--- src/rtl/tbn_pkg.sv ---
// Shared types and constants for the triangle tangent frame pipeline.
`timescale 1ns / 1ps

package tbn_pkg;

  // Field widths
  localparam int unsigned COORD_W    = 24;
  localparam int unsigned EDGE_W     = COORD_W + 1;
  localparam int unsigned UNIT_W     = 16;
  localparam int unsigned VEC_N      = 3;
  localparam int unsigned IN_DATA_W  = 3 * VEC_N * COORD_W;
  localparam int unsigned OUT_DATA_W = 3 * VEC_N * UNIT_W;

  // Cross product result widths
  localparam int unsigned CROSS_N_W  = 2 * EDGE_W + 1;
  localparam int unsigned CROSS_T_W  = UNIT_W + EDGE_W + 1;
  localparam int unsigned CROSS_B_W  = 2 * UNIT_W + 1;

  // Normalization precision
  localparam int unsigned NORM_BITS  = 30;
  localparam int unsigned FRAC_BITS  = 14;

  // Depth of the queue between front and back
  localparam int unsigned QUEUE_DEPTH = 4;

  // One classified triangle handed from front to back
  typedef struct packed {
    logic signed [CROSS_N_W-1:0] cr_z;
    logic signed [CROSS_N_W-1:0] cr_y;
    logic signed [CROSS_N_W-1:0] cr_x;
    logic signed [EDGE_W-1:0]    e2_z;
    logic signed [EDGE_W-1:0]    e2_y;
    logic signed [EDGE_W-1:0]    e2_x;
    logic                        degen;
    logic                        last;
  } tbn_item_t;

endpackage

--- src/rtl/tbn_fifo.sv ---
// Small queue of classified triangles between front and back.
`timescale 1ns / 1ps

module tbn_fifo #(
  parameter int unsigned Depth = tbn_pkg::QUEUE_DEPTH
) (
  input  logic               clk_i,
  input  logic               rst_ni,
  input  logic               push_i,
  input  tbn_pkg::tbn_item_t item_i,
  output logic               full_o,
  input  logic               pop_i,
  output tbn_pkg::tbn_item_t item_o,
  output logic               empty_o
);

  localparam int unsigned PW = $clog2(Depth);
  localparam int unsigned CW = $clog2(Depth + 1);

  tbn_pkg::tbn_item_t mem_q [Depth];
  logic [PW-1:0] wr_q, wr_d;
  logic [PW-1:0] rd_q, rd_d;
  logic [CW-1:0] cnt_q, cnt_d;

  // Step pointers and count
  always_comb begin
    wr_d  = wr_q;
    rd_d  = rd_q;
    cnt_d = cnt_q;
    if (push_i) begin
      wr_d = (wr_q == PW'(Depth - 1)) ? '0 : wr_q + PW'(1);
    end
    if (pop_i) begin
      rd_d = (rd_q == PW'(Depth - 1)) ? '0 : rd_q + PW'(1);
    end
    if (push_i && !pop_i) begin
      cnt_d = cnt_q + CW'(1);
    end else if (pop_i && !push_i) begin
      cnt_d = cnt_q - CW'(1);
    end
  end

  always_ff @(posedge clk_i or negedge rst_ni) begin
    if (!rst_ni) begin
      wr_q  <= '0;
      rd_q  <= '0;
      cnt_q <= '0;
    end else begin
      wr_q  <= wr_d;
      rd_q  <= rd_d;
      cnt_q <= cnt_d;
    end
  end

  // Store entries
  always_ff @(posedge clk_i) begin
    if (push_i) begin
      mem_q[wr_q] <= item_i;
    end
  end

  assign item_o  = mem_q[rd_q];
  assign full_o  = (cnt_q == CW'(Depth));
  assign empty_o = (cnt_q == '0);

endmodule

--- config.mk ---
export PLATFORM = sky130hd
export DESIGN_NAME = tbn_fifo
export DESIGN_NICKNAME = d
export VERILOG_FILES = /design/src/rtl/tbn_pkg.sv /design/src/rtl/tbn_fifo.sv
export SDC_FILE = /design/constraint.sdc
export NUM_CORES = 1
export LEC_CHECK = 0
export BUFFER_PORTS_ARGS = -buffer_cell sky130_fd_sc_hd__buf_4
export CAP_MARGIN = 40
export CORE_MARGIN = 2
export CORE_UTILIZATION = 25
export DETAILED_ROUTE_END_ITERATION = 6
export PLACE_DENSITY_LB_ADDON = 0.2
export RECOVER_POWER = 100
export SETUP_SLACK_MARGIN = 0.3
export SKIP_LAST_GASP = 1
export SLEW_MARGIN = 30
export SYNTH_ARGS = -nofsm -noshare
export SYNTH_HDL_FRONTEND = slang
export SYNTH_SLANG_ARGS = --single-unit
--- constraint.sdc ---
create_clock -name clk_i -period 7.2 [get_ports clk_i]
set_input_delay 0.72 -clock clk_i [delete_from_list [all_inputs] [get_ports clk_i]]
set_output_delay 0.72 -clock clk_i [all_outputs]
set_load 0.05 [all_outputs]
== Word level (Yosys, flattened, before mapping) ==
Memories as Yosys holds them, arrays and structs flattened.
Cells that the tools add are included.
Widths: inputs -> output; s select.

* Memories: 1
* Register bits: 7
* Input port bits: 234
* Output and inout port bits: 232
* Logic and storage cells: 23
* Bits in writable memories: 920

{| class="wikitable"
|+ Memories
! memory !! depth !! bits a word !! read ports !! clocked after Yosys merged registers in !! write ports !! line !! source
|-
| mem_q || 4 || 230 || 1 || 0 || 1 || tbn_fifo.sv:20 || <nowiki>tbn_pkg::tbn_item_t mem_q [Depth];</nowiki>
|}

* Multiplexer cells: 6
* Equality and inequality tests: 3
* Reductions and logical operators: 6
* Add/sub/neg operators: 4

{| class="wikitable"
|+ Operator list
! cell !! count
|-
| $mux 3 || 2
|-
| $add 2x1->2 const B || 2
|-
| $eq 2x2->1 const B || 2
|-
| $mux 2 || 2
|-
| $add 3x1->3 const B || 1
|-
| $eq 3x3->1 const B || 1
|-
| $logic_not 3->1 || 1
|-
| $sub 3x1->3 const B || 1
|-
| $logic_and 1x1->1 || 2
|-
| $logic_not 1->1 || 2
|-
| $mux 1 || 2
|-
| $reduce_bool 2->1 || 1
|}

== Logic depth before layout (Yosys ltp) ==
* Depth in word-level cells: 4
* Depth in mapped cells: 7
* Gate-level depth less buffers: 7

== Least setup slack after synthesis ==
Ideal clock, no wire load.

* Path kind: in2reg
* From: input push_i
* To: memory mem_q[2][0] in the netlist's numbering, enable pin
* Required time: 6.581 ns
* Path slack: 0.655 ns
* Setup time: 0.619 ns
* Stages: 1
* Buffers on the path: 0
* Data arrival time: 5.926 ns
* Cells stage by stage: and2_1

* Cells in the longest elaborated chain, start to end: 2

{| class="wikitable"
|+ Ends and longest elaborated chain
! what !! line !! source
|-
| start: declaration || tbn_fifo.sv:9 || <nowiki>input logic push_i,</nowiki>
|-
| $mux 1 || tbn_fifo.sv:57 || <nowiki>if (push_i) begin</nowiki>
|-
| $mux 1 (implied by the code) || tbn_fifo.sv:58 || <nowiki>mem_q[wr_q] <= item_i;</nowiki>
|-
| end: declaration || tbn_fifo.sv:20 ||
|}

No other way between the ends.

== Final worst setup path ==
* From: register wr_q[1]
* To: memory mem_q[1][92] in the netlist's numbering, enable pin

{| class="wikitable"
|+ RTL lines
! what !! line !! source
|-
| start: declaration || tbn_fifo.sv:21 || <nowiki>logic [PW-1:0] wr_q, wr_d;</nowiki>
|-
| start signal: assignment || tbn_fifo.sv:49 || <nowiki>wr_q <= wr_d;</nowiki>
|}

No word-level cell before the write port.

==> flow_summary.toml <==
[floorplan]
coreArea_sq_um = 133000
initial_core_util_pct = 25.2
rows = 134
die_x_microns = 371
die_h_microns = 371
fp.dieArea_sq_um = 137000
pin_count = 466

[synth]
syn_area_per_cell_sq_um = 27.1
synthSimpleGateAreaFrac_pct = 0.168
yosysWarnings = 0
synth_top_family_by_area = "multiplexers"
synth_fa_ha_area_share_pct = 0.283
synth_fp_nets = 1480
synth_seq_area_share_pct = 82.7
synthCells = 1239
synthesis.area_sq_um = 33600
ys_types = 18
synthMuxAreaShare_pct = 15.5
synth-compound-area-share_pct = 0.0298
yosys_register_bits = 927
synth_xor_xnor_area_share_pct = 0.0782

[timing]
rsz0062_at_grt = "false"
whs_ns = 0.276
max_freq_mhz = 205
setup_violations = 0
skew_ns = 0.0199
maxSlewHeadroom_pct = -187
slew_violations = 697
worst_slew_pin_slew_ns = 4.30
hold_viol = 0
period_minus_slack_ns = 4.88
setup_tns_ns = 0
finalCritPeriodShare_pct = 67.7

[clocking]
ctsResizeCount = 0
root_buffer = "clkbuf_16"
htreeDepth = 3
cts.path.max_buffers = 3
cts.sinks = 927
numCtsBuffers = 101
hold_buffers = 1
clk_pin_slew_ns = 0.06
cts_tree = "yes"
cts_setup_buffers = 0
clk-insertion-delay-late_ns = 0.69

[global_route]
grt_pass1_wl_mm = 110
grt_pass1_vias = 16200
grt-ovfl-total = 0
antenna_found_initial = 24
grt_max_degree = 129
track_usage_pct = 10.9

[drt]
wl_per_cell_microns = 21.1
initialDrtViolationCount = 850
ant_nets = 0
routed_wl_mm = 76.6
first_pass_iters = 5
vias_per_cell = 4.17
num_vias = 15100
drc = 0

[cells_and_area]
final_cell_mix = "edfxtp_1, clkbuf_1, mux4_2"
fill_cells = 13200
finalNetCount = 2018
drive_gt1_share_pct = 21.3
layout_commonest_cell = "edfxtp_1"
synthToLayoutAreaGrowth_pct = 21.1

[worst_setup_path]
endpoint_kind = "register"
cp_data_required_time_ns = 7.40
ff2ff_path_depth = 4
reg2reg_to = "mem_q[1][92]$_DFFE_PP_"
r2r-start = "wr_q[1]$_DFFE_PN0P_"
r2r_slack_ns = 2.32
crit_fanout = 111
crit_type = "register to register"
start_kind = "register"
arrival_ns = 5.08

[place]
dp_hpwl_mm = 43.8
gp_congestion = 0.686
portBuffers = 465

[status]
violations = "max-capacitance violations, max-slew violations"
status = "finished, violations left"

[power_and_ir_drop]
max-vdd-ir-drop_mv = 0.267
p_per_area_nw_per_um2 = 469
p_leak_nw = 12.4

[job]
cap_viol_max_count = 9

[hold_path]
min_from = "item_i[78]"
hold_class = "primary input to register"
worst_hold_path.endpoint = "mem_q[2][78]$_DFFE_PP_"
holdPathStages = 1
## state kept, by name (all words and copies together) (netlist names)
signal	flops
rd_q	2
cnt_q	3
mem_q	920
wr_q	2
## stage by stage
stage | total power, mW | util (%) | setup slack (ns) | cells | instance area [sq um]
CTS | 20.2 | 31.8 | 3.10 | 3622 | 42400
finish | 19.1 | 30.5 | 2.32 | 3629 | 40700
floorplan | 13.0 | - | 0.655 | 1239 | 33600
detailed placement | 15.2 | 29.4 | 3.92 | 3435 | 39200
global route | 20.0 | 30.5 | 1.85 | 3628 | 40700
global placement | 15.1 | 29.4 | 3.81 | 3433 | 39200
## synth_stat cells
cell type | instances | area [sq um]
buf_6 | 21 | 236
nor3b_1 | 1 | 7.51
edfxtp_1 | 920 | 27600
o21ai_0 | 2 | 10.0
inv_1 | 4 | 15.0
xor2_1 | 2 | 17.5
mux4_2 | 230 | 5180
nor2_1 | 3 | 11.3
and2_1 | 4 | 25.0
dfrtp_1 | 7 | 175
xnor2_1 | 1 | 8.76
nor3_1 | 1 | 5.00
mux2_2 | 3 | 33.8
ha_1 | 6 | 75.1
fa_1 | 1 | 20.0
buf_2 | 26 | 130
clkbuf_1 | 5 | 18.8
nand2_1 | 2 | 7.51
## cell families after synthesis
family          Yosys count
compound gates            2
xor+xnor                  3
fa+ha+maj                 7
buf+inv                  56
flops                   927
mux                     233
simple gates             11
## power breakdown
group	total [mW]	internal, mW	leakage [nW]	switching, mW
Clock	4.91	2.85	1.54	2.06
Combinational	6.97	1.81	2.29	5.16
Sequential	7.23	7.00	8.53	0.231
Total	19.1	11.7	12.4	7.45
## layer usage
layer  global-route usage (%)  share of wire [%]  vias to the layer above
met5                        0               0.37                        -
met4                     3.27                2.4                       44
met3                     5.27                9.7                      162
met2                     17.2                 47                      455
met1                     13.2                 40                     7993
li1                         -                  -                     6489
## worst max path at each step
stage	start	endpoint	slack [ns]	depth (start not counted)
after global routing	rd_q[0]$_DFFE_PN0P_	item_o[191]	1.85	4
after CTS	rd_q[0]$_DFFE_PN0P_	item_o[198]	3.10	3
after floorplan	push_i	mem_q[2][0]$_DFFE_PP_	0.66	1
after detailed placement	rd_q[0]$_DFFE_PN0P_	item_o[198]	3.92	3
after global placement	rd_q[1]$_DFFE_PN0P_	item_o[158]	3.81	3
final	wr_q[1]$_DFFE_PN0P_	mem_q[1][92]$_DFFE_PP_	2.32	4
## layout make-up
type,instances,area [sq um],area share (%)
Antenna cell,1,2.50,0.00615
Tap cell,1768,2210,5.44
Multi-Input combinational cell,256,5400,13.3
Inverter,4,15.0,0.0369
Timing Repair Buffer,487,2100,5.16
Clock inverter,61,478,1.17
Sequential cell,927,27800,68.3
Clock buffer,125,2680,6.59
## worst max-delay path, cell delays in order (launching register included)
cell	delay, ns
dfrtp_1	0.40
inv_1	0.10
ha_1	0.15
and2_0	0.91
clkbuf_2	2.47
Power figures use the tool's default switching activity.
